<file path="src/hdl/vsh_pkg.sv">
`timescale 1ns / 1ps
// ----------------------------------------------------------------------------
// vsh_pkg: shared types and constants of the voltage supervisor
// Fault codes, register map, reset values and the configuration bundle.
// ----------------------------------------------------------------------------
package vsh_pkg;

  localparam int SampleWidth = 16;
  localparam int TimeWidth   = 32;
  localparam int StatusWidth = 2;
  localparam int AddrWidth   = 5;
  localparam int DataWidth   = 32;

  localparam logic [StatusWidth-1:0] FAULT_NONE  = 2'd0;
  localparam logic [StatusWidth-1:0] FAULT_UNDER = 2'd1;
  localparam logic [StatusWidth-1:0] FAULT_OVER  = 2'd2;
  localparam logic [StatusWidth-1:0] FAULT_RSVD  = 2'd3;

  localparam logic [AddrWidth-1:0] ADDR_ENABLE = 5'h00;
  localparam logic [AddrWidth-1:0] ADDR_OVER   = 5'h04;
  localparam logic [AddrWidth-1:0] ADDR_UNDER  = 5'h08;
  localparam logic [AddrWidth-1:0] ADDR_HYST   = 5'h0C;
  localparam logic [AddrWidth-1:0] ADDR_DELAY  = 5'h10;

  localparam logic [SampleWidth-1:0] RESET_OVER_MV  = 16'd32000;
  localparam logic [SampleWidth-1:0] RESET_UNDER_MV = 16'd8000;
  localparam logic [SampleWidth-1:0] DEFAULT_HYST_MV = 16'd2000;
  localparam logic [TimeWidth-1:0]   DEFAULT_DELAY_MS = 32'd3000;

  typedef struct packed {
    logic                   monitor_enable;
    logic [SampleWidth-1:0] over_limit_mv;
    logic [SampleWidth-1:0] under_limit_mv;
    logic [SampleWidth-1:0] hysteresis_mv;
    logic [TimeWidth-1:0]   recovery_delay_ms;
  } cfg_t;

  typedef struct packed {
    logic [StatusWidth-1:0] supply_status;
    logic                   recovering;
  } result_t;

endpackage

</file>
<file path="src/hdl/vsh_channels.sv">
`timescale 1ns / 1ps
// ----------------------------------------------------------------------------
// vsh_channels: valid/ready channels of the voltage supervisor
// One channel carries samples in, the other carries status results out.
// ----------------------------------------------------------------------------
interface vsh_sample_if;
  logic                                 valid;
  logic                                 ready;
  logic [vsh_pkg::SampleWidth-1:0]      sample_mv;
  logic [vsh_pkg::TimeWidth-1:0]        time_ms;

  modport source (output valid, output sample_mv, output time_ms, input ready);
  modport sink (input valid, input sample_mv, input time_ms, output ready);
endinterface

interface vsh_status_if;
  logic                                 valid;
  logic                                 ready;
  logic [vsh_pkg::StatusWidth-1:0]      supply_status;
  logic                                 recovering;

  modport source (output valid, output supply_status, output recovering, input ready);
  modport sink (input valid, input supply_status, input recovering, output ready);
endinterface

</file>
<file path="src/hdl/voltage_supervisor_hysteresis_top.sv">
`timescale 1ns / 1ps
// ----------------------------------------------------------------------------
// voltage_supervisor_hysteresis_top: over/under voltage monitor
// Latches over and under voltage faults and clears them after a timed
// recovery with a hysteresis margin, or when monitoring is disabled.
// ----------------------------------------------------------------------------
// Usage:
// Samples (millivolts and a millisecond timestamp) arrive on the sample
// channel; every accepted sample yields exactly one result on the status
// channel, in order. A transfer happens when valid and ready are both high.
// The fault state is updated in the cycle a sample is accepted, and its result
// is registered into the output queue behind any results still waiting.
// One sample can be taken every cycle. Results go through a two-entry output
// queue; the sample channel stays ready while the queue has a free entry, so
// one more sample is taken while a result waits. When the receiver stalls
// and both entries are full, ready drops until a result transfer frees one.
// Synchronous reset empties the queue, clears the fault and recovery state
// and loads the register defaults: enabled, 32000 mV over, 8000 mV under,
// 2000 mV margin and 3000 ms delay. The user must write registers through the
// APB port only while no sample is in flight; the block does not enforce this.
// ----------------------------------------------------------------------------
module voltage_supervisor_hysteresis_top (
  input  logic                           clk,
  input  logic                           rst,
  vsh_sample_if.sink                     sample,
  vsh_status_if.source                   status,
  input  logic                           psel,
  input  logic                           penable,
  input  logic                           pwrite,
  input  logic [vsh_pkg::AddrWidth-1:0]  paddr,
  input  logic [vsh_pkg::DataWidth-1:0]  pwdata,
  output logic [vsh_pkg::DataWidth-1:0]  prdata,
  output logic                           pready
);

  vsh_pkg::cfg_t cfg;

  logic [vsh_pkg::StatusWidth-1:0] fault_kind;
  logic [vsh_pkg::StatusWidth-1:0] fault_kind_next;
  logic                            recovery_pending;
  logic                            recovery_pending_next;
  logic [vsh_pkg::TimeWidth-1:0]   recovery_start_ms;
  logic [vsh_pkg::TimeWidth-1:0]   recovery_start_ms_next;

  logic [vsh_pkg::SampleWidth-1:0] hyst;
  logic [vsh_pkg::TimeWidth-1:0]   delay;
  logic signed [17:0]              over_thr;
  logic [16:0]                     under_thr;
  logic [vsh_pkg::TimeWidth-1:0]   elapsed;
  logic                            recover;
  vsh_pkg::result_t                result;

  vsh_pkg::result_t                queue [2];
  logic                            wr_ptr;
  logic                            rd_ptr;
  logic [1:0]                      count;
  logic                            push;
  logic                            pop;

  vsh_cfg u_cfg (
    .clk     (clk),
    .rst     (rst),
    .psel    (psel),
    .penable (penable),
    .pwrite  (pwrite),
    .paddr   (paddr),
    .pwdata  (pwdata),
    .prdata  (prdata),
    .pready  (pready),
    .cfg     (cfg)
  );

  assign hyst  = (cfg.hysteresis_mv != '0) ? cfg.hysteresis_mv : vsh_pkg::DEFAULT_HYST_MV;
  assign delay = (cfg.recovery_delay_ms != '0) ? cfg.recovery_delay_ms
                                               : vsh_pkg::DEFAULT_DELAY_MS;
  assign over_thr  = $signed({2'b00, cfg.over_limit_mv}) - $signed({2'b00, hyst});
  assign under_thr = {1'b0, cfg.under_limit_mv} + {1'b0, hyst};
  assign elapsed   = sample.time_ms - recovery_start_ms;

  always_comb begin
    if (fault_kind == vsh_pkg::FAULT_OVER) begin
      recover = $signed({2'b00, sample.sample_mv}) < over_thr;
    end else begin
      recover = {1'b0, sample.sample_mv} > under_thr;
    end
  end

  always_comb begin
    fault_kind_next        = fault_kind;
    recovery_pending_next  = recovery_pending;
    recovery_start_ms_next = recovery_start_ms;
    if (!cfg.monitor_enable) begin
      fault_kind_next       = vsh_pkg::FAULT_NONE;
      recovery_pending_next = 1'b0;
    end else if (fault_kind != vsh_pkg::FAULT_NONE) begin
      if (recover) begin
        if (!recovery_pending) begin
          recovery_pending_next  = 1'b1;
          recovery_start_ms_next = sample.time_ms;
        end else if (elapsed >= delay) begin
          fault_kind_next       = vsh_pkg::FAULT_NONE;
          recovery_pending_next = 1'b0;
        end
      end else begin
        recovery_pending_next = 1'b0;
      end
    end else if (sample.sample_mv > cfg.over_limit_mv) begin
      fault_kind_next       = vsh_pkg::FAULT_OVER;
      recovery_pending_next = 1'b0;
    end else if (sample.sample_mv < cfg.under_limit_mv) begin
      fault_kind_next       = vsh_pkg::FAULT_UNDER;
      recovery_pending_next = 1'b0;
    end
  end

  always_comb begin
    unique case (fault_kind_next)
      vsh_pkg::FAULT_OVER:  result.supply_status = vsh_pkg::FAULT_OVER;
      vsh_pkg::FAULT_UNDER: result.supply_status = vsh_pkg::FAULT_UNDER;
      vsh_pkg::FAULT_NONE,
      vsh_pkg::FAULT_RSVD:  result.supply_status = vsh_pkg::FAULT_NONE;
    endcase
    result.recovering = recovery_pending_next;
  end

  assign sample.ready = (count != 2'd2);
  assign push         = sample.valid && sample.ready;
  assign pop          = status.valid && status.ready;

  always_ff @(posedge clk) begin
    if (rst) begin
      fault_kind        <= vsh_pkg::FAULT_NONE;
      recovery_pending  <= 1'b0;
      recovery_start_ms <= '0;
    end else if (push) begin
      fault_kind        <= fault_kind_next;
      recovery_pending  <= recovery_pending_next;
      recovery_start_ms <= recovery_start_ms_next;
    end
  end

  always_ff @(posedge clk) begin
    if (push) begin
      queue[wr_ptr] <= result;
    end
  end

  always_ff @(posedge clk) begin
    if (rst) begin
      wr_ptr <= 1'b0;
      rd_ptr <= 1'b0;
      count  <= 2'd0;
    end else begin
      if (push) begin
        wr_ptr <= ~wr_ptr;
      end
      if (pop) begin
        rd_ptr <= ~rd_ptr;
      end
      count <= count + {1'b0, push} - {1'b0, pop};
    end
  end

  assign status.valid         = (count != 2'd0);
  assign status.supply_status = queue[rd_ptr].supply_status;
  assign status.recovering    = queue[rd_ptr].recovering;

  // A delivered result never carries the unused fault code.
  a_no_rsvd_status: assert property (@(posedge clk) disable iff (rst)
    status.valid |-> status.supply_status != vsh_pkg::FAULT_RSVD)
    else $error("reserved fault code delivered");

  // Recovery is only reported while a fault is latched.
  a_recover_has_fault: assert property (@(posedge clk) disable iff (rst)
    status.valid && status.recovering |-> status.supply_status != vsh_pkg::FAULT_NONE)
    else $error("recovery reported without a fault");

  // The queue never overflows: a full queue stalls the sample channel.
  a_queue_bound: assert property (@(posedge clk) disable iff (rst)
    count != 2'd3 && (count != 2'd2 || !sample.ready))
    else $error("output queue overflow");

  // Disabling clears the latched fault on the next transfer.
  a_disable_clears: assert property (@(posedge clk) disable iff (rst)
    push && !cfg.monitor_enable |=> fault_kind == vsh_pkg::FAULT_NONE && !recovery_pending)
    else $error("fault kept while disabled");

endmodule

</file>
<file path="src/hdl/vsh_cfg.sv">
`timescale 1ns / 1ps
// ----------------------------------------------------------------------------
// vsh_cfg: configuration registers
// APB-style register file holding the enable, limits, margin and delay.
// ----------------------------------------------------------------------------
module vsh_cfg (
  input  logic                           clk,
  input  logic                           rst,
  input  logic                           psel,
  input  logic                           penable,
  input  logic                           pwrite,
  input  logic [vsh_pkg::AddrWidth-1:0]  paddr,
  input  logic [vsh_pkg::DataWidth-1:0]  pwdata,
  output logic [vsh_pkg::DataWidth-1:0]  prdata,
  output logic                           pready,
  output vsh_pkg::cfg_t                  cfg
);

  logic wr_en;

  assign pready = 1'b1;
  assign wr_en  = psel && penable && pwrite && pready;

  always_ff @(posedge clk) begin
    if (rst) begin
      cfg.monitor_enable    <= 1'b1;
      cfg.over_limit_mv     <= vsh_pkg::RESET_OVER_MV;
      cfg.under_limit_mv    <= vsh_pkg::RESET_UNDER_MV;
      cfg.hysteresis_mv     <= vsh_pkg::DEFAULT_HYST_MV;
      cfg.recovery_delay_ms <= vsh_pkg::DEFAULT_DELAY_MS;
    end else if (wr_en) begin
      case (paddr)
        vsh_pkg::ADDR_ENABLE: cfg.monitor_enable    <= pwdata[0];
        vsh_pkg::ADDR_OVER:   cfg.over_limit_mv     <= pwdata[vsh_pkg::SampleWidth-1:0];
        vsh_pkg::ADDR_UNDER:  cfg.under_limit_mv    <= pwdata[vsh_pkg::SampleWidth-1:0];
        vsh_pkg::ADDR_HYST:   cfg.hysteresis_mv     <= pwdata[vsh_pkg::SampleWidth-1:0];
        vsh_pkg::ADDR_DELAY:  cfg.recovery_delay_ms <= pwdata;
        default: ;
      endcase
    end
  end

  always_comb begin
    case (paddr)
      vsh_pkg::ADDR_ENABLE: prdata = {31'd0, cfg.monitor_enable};
      vsh_pkg::ADDR_OVER:   prdata = {16'd0, cfg.over_limit_mv};
      vsh_pkg::ADDR_UNDER:  prdata = {16'd0, cfg.under_limit_mv};
      vsh_pkg::ADDR_HYST:   prdata = {16'd0, cfg.hysteresis_mv};
      vsh_pkg::ADDR_DELAY:  prdata = cfg.recovery_delay_ms;
      default:              prdata = '0;
    endcase
  end

endmodule
</file>
<file path="src/flat_wrapper.sv">
// flat-port wrapper written by rule: the top's interface ports become plain ports
module voltage_supervisor_hysteresis_top_flat 
  (clk, rst, psel, penable, pwrite, paddr, pwdata, prdata, pready, sample_valid, sample_sample_mv, sample_time_ms, sample_ready, status_valid, status_supply_status, status_recovering, status_ready);
  vsh_sample_if sample_i ();
  vsh_status_if status_i ();
  input  logic clk;
  input  logic rst;
  input  logic psel;
  input  logic penable;
  input  logic pwrite;
  input  logic [vsh_pkg::AddrWidth-1:0] paddr;
  input  logic [vsh_pkg::DataWidth-1:0] pwdata;
  output logic [vsh_pkg::DataWidth-1:0] prdata;
  output logic pready;
  input wire logic [$bits(sample_i.valid)-1:0] sample_valid;
  input wire logic [$bits(sample_i.sample_mv)-1:0] sample_sample_mv;
  input wire logic [$bits(sample_i.time_ms)-1:0] sample_time_ms;
  output wire logic [$bits(sample_i.ready)-1:0] sample_ready;
  output wire logic [$bits(status_i.valid)-1:0] status_valid;
  output wire logic [$bits(status_i.supply_status)-1:0] status_supply_status;
  output wire logic [$bits(status_i.recovering)-1:0] status_recovering;
  input wire logic [$bits(status_i.ready)-1:0] status_ready;
  assign sample_i.valid = sample_valid;
  assign sample_i.sample_mv = sample_sample_mv;
  assign sample_i.time_ms = sample_time_ms;
  assign sample_ready = sample_i.ready;
  assign status_valid = status_i.valid;
  assign status_supply_status = status_i.supply_status;
  assign status_recovering = status_i.recovering;
  assign status_i.ready = status_ready;
  voltage_supervisor_hysteresis_top u_core (.clk(clk), .rst(rst), .sample(sample_i), .status(status_i), .psel(psel), .penable(penable), .pwrite(pwrite), .paddr(paddr), .pwdata(pwdata), .prdata(prdata), .pready(pready));
endmodule
</file>
<file path="config.mk">
export PLATFORM = sky130hd
export DESIGN_NAME = voltage_supervisor_hysteresis_top_flat
export DESIGN_NICKNAME = d
export VERILOG_FILES = /design/src/hdl/vsh_pkg.sv /design/src/hdl/vsh_channels.sv /design/src/hdl/voltage_supervisor_hysteresis_top.sv /design/src/hdl/vsh_cfg.sv /design/src/flat_wrapper.sv
export SDC_FILE = /design/constraint.sdc
export NUM_CORES = 1
export LEC_CHECK = 0
export BUFFER_PORTS_ARGS = -buffer_cell sky130_fd_sc_hd__buf_2
export CAP_MARGIN = 20
export CORE_MARGIN = 4
export CORE_UTILIZATION = 41
export CTS_CLUSTER_SIZE = 24
export DETAILED_ROUTE_END_ITERATION = 10
export GPL_TIMING_DRIVEN = 0
export HOLD_SLACK_MARGIN = 0.08
export PLACE_DENSITY_LB_ADDON = 0.12
export SYNTH_ARGS = -nofsm -noshare
export SYNTH_HDL_FRONTEND = slang
export SYNTH_SLANG_ARGS = --single-unit
</file>
<file path="constraint.sdc">
create_clock -name clk -period 4.5 [get_ports clk]
set_clock_uncertainty 0.1 [all_clocks]
set_input_delay 0.9 -clock clk [delete_from_list [all_inputs] [get_ports clk]]
set_output_delay 0.9 -clock clk [all_outputs]
set_load 0.01 [all_outputs]
</file>
==> impl_metrics.py, run 1 <==
metrics = {
    "floorplan": {
        "floorplan.die_area_um2": 29200,
        "die_w_um": 171,
        "coreArea_um2": 26100,
        "floorplan.initialDensity_pct": 41.7,
        "pin_count": 130,
        "fp.dieH_um": 171,
        "rows": 59,
    },
    "pwr": {
        "p_total_mw": 3.53,
        "p_leak_nw": 5.69,
        "powerDensity_nw_per_um2": 268,
        "peakVddDrop_mv": 0.244,
    },
    "critical_path": {
        "worstPathCellList": "buf_2 > ha_1 > nor2b_1 > o31ai_2 > a31oi_1 > o211ai_2 > o21ai_2 > a21oi_1 > or3_1 > o21ai_2 > xnor2_1 > ha_1 > a21o_1 > a21o_1 > a21oi_1 > o21ai_1 > a21oi_2 > nor2b_1 > a31oi_4 > or3b_4 > a311oi_2",
        "max_stage_delay_ns": 0.43,
        "path_class": "in2reg",
        "critPathBufInv": 1,
        "crit_arrival_ns": 5.08,
        "worstPathMaxFanout": 4,
        "startpoint_type": "input port",
        "critPathSlowestCell": "or3b_4",
        "cp_top_family": "compound AO/OA/AOI/OAI gates",
        "end_kind": "register",
        "critical_path_required_ns": 4.74,
    },
    "yosys": {
        "syn_inst": 1395,
        "synth_warnings": 0,
        "synth.distinct_cells": 72,
        "synth_edf_count": 6,
        "syn-num-nets": 1649,
        "syn_area_um2": 10900,
        "synthFlopType": "dfxtp_1",
        "synth_seq_cells": 127,
        "synth-async-reset-ratio_pct": 0,
        "synth_seq_area_share_pct": 24.0,
        "postSynthAreaPerCell_um2": 7.78,
    },
    "timing": {
        "relSlewSlack_pct": 42.0,
        "grt_setup_unrepaired": "true",
        "hold_violations": 0,
        "period_share_pct": 107,
        "worst_pin_slew_ns": 0.871,
        "fmax_mhz": 207,
        "drv_slew": 0,
        "setup_viol": 41,
        "period_minus_slack_ns": 4.84,
        "setup_ws_ns": -0.337,
    },
    "global_routing": {
        "grt_max_degree": 17,
        "grt_usage_pct": 22.8,
        "grt_pass1_vias": 10219,
        "overflow": 0,
        "antenna_found_initial": 3,
        "grt_pass1_wl_mm": 52.6,
    },
    "finish": {
        "drive_gt1_share_pct": 16.9,
        "final_cells": 1912,
        "finalNetCount": 1817,
        "register_area_um2": 2610,
        "stdcell_area_um2": 13200,
        "multi_input_area_um2": 7900,
        "final_core_util_pct": 50.6,
        "areaGrowthSynthToFinish_pct": 21.5,
        "fillerInstances": 2642,
    },
    "placement": {
        "routabilityCongestion": 0.910,
        "dpl.hpwl_mm": 26.8,
        "placedCellCount": 1857,
        "place_area_um2": 12000,
        "port_buffers": 127,
    },
    "clock_tree": {
        "cts_tree": "done",
        "clock_path_buffers": 2,
        "clkTransAtPathRegs_ns": 0.06,
        "htree_levels": 4,
        "cts_root_buf": "clkbuf_16",
        "cts_made_buffers": 17,
        "cts_sinks": 127,
        "clk_latency_ns": 0.42,
    },
    "route": {
        "ant_nets": 0,
        "met1_length_mm": 14.3,
        "viasPerCell": 5.35,
        "wire_per_inst_um": 17.3,
        "vias": 10224,
        "first_pass_iters": 6,
        "highest_layer": "met5",
        "drc": 0,
        "first_iter_violations": 640,
        "wl_mm": 33.0,
        "wl_met3_mm": 1.15,
        "met2_length_mm": 16.2,
    },
    "outcome": {
        "status": "finished, violations left",
        "violations": "setup timing",
    },
    "worst_hold_path": {
        "hp-class": "reg2reg",
    },
    "flow_run": {
        "cap_violations": 0,
    },
}
==> worst min-delay path: stages, from the launching register on <==
cell	delay (ns)
dfxtp_1	0.31
nand2b_1	0.06
mux2i_1	0.06
==> through the flow <==
| step | setup WS [ns] | hold WS [ns] | setup TNS (ns) |
|---|---|---|---|
| 3_3_place_gp | -1.47 | 0.359 | -54.19 |
| 6_report | -0.337 | 0.373 | -10.55 |
| 2_1_floorplan | -0.158 | 0.349 | -0.279 |
| 5_1_grt | -0.608 | 0.404 | -22.81 |
| 3_5_place_dp | -1.53 | 0.360 | -55.65 |
| 4_1_cts | -0.507 | 0.377 | -15.76 |
==> final timing paths <==
| kind | from | endpoint | slack [ns] | cells past startpoint |
|---|---|---|---|---|
| hold reg to reg | u_core.recovery_start_ms[17]$_SDFFE_PP0P_ | u_core.recovery_start_ms[17]$_SDFFE_PP0P_ | 0.37 | 2 |
| hold / removal | u_core.recovery_start_ms[17]$_SDFFE_PP0P_ | u_core.recovery_start_ms[17]$_SDFFE_PP0P_ | 0.37 | 2 |
| setup / recovery | sample_time_ms[1] | u_core.recovery_pending$_SDFFE_PP0P_ | -0.34 | 21 |
| setup reg to reg | u_core.u_cfg.cfg[40]$_SDFFE_PP1P_ | u_core.recovery_start_ms[5]$_SDFFE_PP0P_ | -0.31 | 23 |
==> cell usage in the layout (no fill, tap or decap), types with 10 or more instances in the layout <==
cell and count:
nand2b_1 75, ha_1 151, a21o_1 43, nand4_1 22, nand3b_1 19, o21a_1 16, o21ai_0 28, nand3_1 17
xnor2_1 36, mux2i_1 32, xor2_1 22, buf_2 128, a211o_1 10, and2_1 22, clkbuf_16 18, nor2b_1 14
clkbuf_1 57, nor2_1 58, inv_1 130, nand2_1 215, a222oi_1 15, a21oi_1 108, dfxtp_1 117, buf_4 17
==> area by class of cell <==
cell class,count,share of cell area (%)
inverter,133,3.78
buffer,63,2.29
multi-input combinational,1072,59.9
tap,335,3.18
timing repair buffer,149,6.63
clock buffer,18,3.25
antenna,1,0.0190
sequential,127,19.8
clock inverter,14,1.18
==> per-layer routing <==
layer,global-route usage (%),vias to the layer above
met5,0,-
met4,9.83,4
met3,3.00,66
met2,39.9,234
met1,28.0,4738
li1,-,5182
==> sequential cells by signal, summed over array words and instances, names as in the netlist, named ones only <==
name,cells
u_core.count,2
u_core.fault_kind,2
u_core.queue,6
u_core.rd_ptr,1
u_core.recovery_pending,1
u_core.recovery_start_ms,32
u_core.u_cfg.cfg,81
u_core.wr_ptr,1
==> what timing repair did <==
action / in CTS / in global routing
hold buffers: 0 / 0
endpoints found under the hold margin: 0 / 0
pin swaps: 34 / 17
resized for setup: 60 / 13
endpoints found under the setup margin: 41 / 41
cloned: 2 / 1
buffers inserted: 14 / 6
==> where the power goes <==
part | total [mW] | leakage, nW | switching (mW) | internal (mW)
Clock | 1.38 | 0.282 | 0.554 | 0.823
Combinational | 0.932 | 4.37 | 0.496 | 0.436
Sequential | 1.22 | 1.04 | 0.0331 | 1.19
==> cell families after synthesis <==
family	synth area share [%]
and+or+nand+nor	23.1
AOI/OAI and AO/OA	18.9
buffers and inverters	7.08
adders and majority gates	18.9
DFF	24.0
xor gates and xnor gates	4.68
muxes	3.35
other	0.0345
==> cell usage after synthesis, drive strengths merged, types with 16 or more instances <==
library cell	instances	area, µm²
a21oi	114	571
nand2	217	815
mux2i	33	330
xor2	22	193
dfxtp	121	2420
and2	23	144
o21ai	41	205
clkbuf	56	210
inv	132	495
o21a	16	120
xnor2	36	315
nor2	59	221
a21o	43	323
nand4	22	138
nand3b	19	143
ha	159	1990
nand3	18	90.1
nand2b	79	494
Note: power is estimated with default switching activity, not from simulation.
==> run 2: changes to the inputs <==
--- a/config.mk
+++ b/config.mk
@@ -11,7 +11,6 @@
 export CORE_UTILIZATION = 41
 export CTS_CLUSTER_SIZE = 24
 export DETAILED_ROUTE_END_ITERATION = 10
-export GPL_TIMING_DRIVEN = 0
 export HOLD_SLACK_MARGIN = 0.08
 export PLACE_DENSITY_LB_ADDON = 0.12
 export SYNTH_ARGS = -nofsm -noshare
==> run 2 against run 1 <==
The run still ends with setup timing left. Non-clock buffer count increased by 100. Wire length is 1.5% lower. Fmax fell by 1.5%. Sequential power hardly changed. Final cell count increased by 5.2%. Setup slack got worse by 0.072 ns. First-iteration DRC count shrank 19%. Critical path depth rose by 3. Design area up 7.1%. Sequential cell count stayed put. Critical path type is now reg2reg. Critical endpoint unchanged. Largest power group unchanged. Highest routed layer unchanged.
==> impl_metrics.py, run 2 (synthesis gave the netlist of run 1 again) <==
metrics = {
    "placement": {
        "routabilityCongestion": 0.878,
        "port_buffers": 128,
        "place_ws_ns": -0.872,
        "dpl.hpwl_mm": 25.7,
        "placedCellCount": 1960,
    },
    "finish": {
        "multi_input_area_um2": 7880,
        "drive_gt1_share_pct": 25.4,
        "regMostFlops": "u_core.u_cfg.cfg",
        "finalNetCount": 1917,
        "antennaDiodeCount": 0,
        "largest_register_ffs": 81,
        "areaGrowthSynthToFinish_pct": 30.1,
        "register_area_um2": 2610,
        "layout_commonest_cell": "nand2_1",
        "largestRegisters": "u_core.u_cfg.cfg: 81 flops, u_core.recovery_start_ms: 32 flops, u_core.queue: 6 flops",
        "final_cells": 2011,
        "final_cell_mix": "nand2_1, buf_4, ha_1",
        "fillerInstances": 2527,
    },
    "pwr": {
        "powerDensity_nw_per_um2": 256,
        "seqPwrFrac_pct": 34.0,
        "sw_frac_of_total_pct": 30.1,
        "comb_power_share_pct": 27.8,
        "power.switching_mw": 1.09,
        "peakVddDrop_mv": 0.238,
        "intPower_mw": 2.53,
        "p_leak_nw": 6.37,
        "p_clk_share_pct": 38.3,
    },
    "clock_tree": {
        "clk_latency_ns": 0.42,
        "cts_made_buffers": 17,
        "cts_tree": "done",
        "cts_sinks": 127,
        "htree_levels": 4,
        "clock_path_buffers": 2,
        "clkTransAtPathRegs_ns": 0.06,
        "cts_hold_buf": 0,
        "cts_root_buf": "clkbuf_16",
    },
    "outcome": {
        "status": "finished, violations left",
        "violations": "setup timing",
    },
    "route": {
        "wire_per_inst_um": 16.2,
        "wl_mm": 32.5,
        "first_iter_violations": 517,
        "ant_nets": 0,
        "viasPerCell": 5.15,
        "first_pass_iters": 8,
        "drc": 0,
        "vias": 10364,
    },
    "worst_hold_path": {
        "hold_depth": 2,
        "hp-class": "reg2reg",
    },
    "floorplan": {
        "floorplan.die_area_um2": 29200,
        "pin_count": 130,
        "rows": 59,
        "die_w_um": 171,
        "fp.dieH_um": 171,
        "floorplan.initialDensity_pct": 41.7,
        "coreArea_um2": 26100,
    },
    "critical_path": {
        "path_class": "reg2reg",
        "cp_top_family": "simple AND/OR/NAND/NOR gates",
        "worstPathCellList": "nor4_2 > buf_4 > nand4_1 > buf_6 > buf_6 > nand2b_4 > ha_4 > buf_4 > or4_1 > o211ai_1 > nand2b_1 > a31oi_4 > o21ai_2 > o41ai_2 > xor2_1 > ha_2 > o22ai_2 > nor3_1 > nand3_1 > a211oi_2 > a31oi_4 > buf_6 > or3b_4 > a311oi_2",
        "max_stage_delay_ns": 0.50,
        "critPathSlowestCell": "or4_1",
        "crit_arrival_ns": 5.14,
        "crit_top_cell": "buf_6",
        "r2r_setup_slack_ns": -0.41,
        "critPathBufInv": 5,
        "startpoint_type": "register",
        "end_kind": "register",
        "worstPathMaxFanout": 4,
        "critical_path_required_ns": 4.74,
        "crit_cells": 24,
        "r2r_cells": 24,
    },
    "global_routing": {
        "grt_pass1_wl_mm": 52.0,
        "grt_max_degree": 132,
        "grt_usage_pct": 22.2,
        "grt_pass1_vias": 10375,
        "antenna_found_initial": 2,
        "overflow": 0,
    },
    "timing": {
        "setup_ws_ns": -0.408,
        "relSlewSlack_pct": 52.7,
        "hold_violations": 0,
        "setup_viol": 41,
        "worst_pin_slew_ns": 0.710,
        "fmax_mhz": 204,
        "period_share_pct": 109,
        "drv_slew": 0,
        "grt_setup_unrepaired": "true",
        "period_minus_slack_ns": 4.91,
    },
    "flow_run": {
        "cap_violations": 0,
    },
}
[run 2: cell types whose count changed in the layout (fill, tap and decap cells not counted), sizes merged]
cell	previous run	this run
clkbuf	75	20
inv	136	135
clkinv	7	4
buf	155	311
diode	1	0
clkinvlp	2	5
[run 2: area by class of cell]
class                           count  area share [%]
Multi-Input combinational cell   1072            55.8
Sequential cell                   127            18.5
Tap cell                          335            2.97
Clock buffer                       19            3.13
Timing Repair Buffer              312            15.2
Inverter                          133            3.53
Clock inverter                     13           0.983
[run 2: power by group through the flow]
stage	clock network, mW	logic, mW	registers, mW
floorplan	0	0.616	1.24
global placement	0	0.918	1.25
detailed placement	0	0.931	1.25
CTS	1.40	0.982	1.23
global route	1.46	1.12	1.24
finish	1.38	1.01	1.23
[run 2: routing by layer]
metal  routed length (µm)  up-vias  part of all wire (%)  global-route usage (%)
met5                   27        -                 0.083                       0
met4                  660        4                   2.0                    6.04
met3                  887       42                   2.7                    2.96
met2                16300      181                    50                    39.9
met1                14600     4754                    45                    27.8
li1                     -     5383                     -                       -
[run 2: path summary, 6_finish.rpt]
check / to / start
max reg2reg: u_core.recovery_pending$_SDFFE_PP0P_ / u_core.u_cfg.cfg[44]$_SDFFE_PP0P_
max: u_core.recovery_pending$_SDFFE_PP0P_ / u_core.u_cfg.cfg[44]$_SDFFE_PP0P_
min: u_core.recovery_start_ms[9]$_SDFFE_PP0P_ / u_core.recovery_start_ms[9]$_SDFFE_PP0P_
min reg2reg: u_core.recovery_start_ms[9]$_SDFFE_PP0P_ / u_core.recovery_start_ms[9]$_SDFFE_PP0P_
[run 2: what timing repair did]
item,CTS,global route
gates cloned,2,1
buffers inserted,9,7
resized for setup,41,31
setup endpoints to repair,41,41
endpoints found under the hold margin,0,0
pin swaps,35,30
[run 2: worst register-to-register path, stage by stage, from the launching register on]
cell and delay [ns]:
dfxtp_1 0.34, nor4_2 0.06, buf_4 0.13, nand4_1 0.13, buf_6 0.15, buf_6 0.10, nand2b_4 0.06, ha_4 0.17
buf_4 0.12, or4_1 0.50, o211ai_1 0.15, nand2b_1 0.15, a31oi_4 0.18, o21ai_2 0.09, o41ai_2 0.26, xor2_1 0.12
ha_2 0.41, o22ai_2 0.10, nor3_1 0.19, nand3_1 0.11, a211oi_2 0.32, a31oi_4 0.09, buf_6 0.16, or3b_4 0.37
a311oi_2 0.26
[run 2: stage by stage]
step	util [%]	TNS [ns]	power [mW]	hold WS, ns	cell area (µm²)
4_1_cts	53.2	-13.38	3.61	0.375	13900
3_5_place_dp	49.8	-30.09	2.18	0.361	13000
2_1_floorplan	-	-0.279	1.85	0.349	10900
3_3_place_gp	49.8	-28.78	2.17	0.359	13000
5_1_grt	54.2	-22.16	3.82	0.388	14100
6_report	54.2	-13.58	3.62	0.374	14100
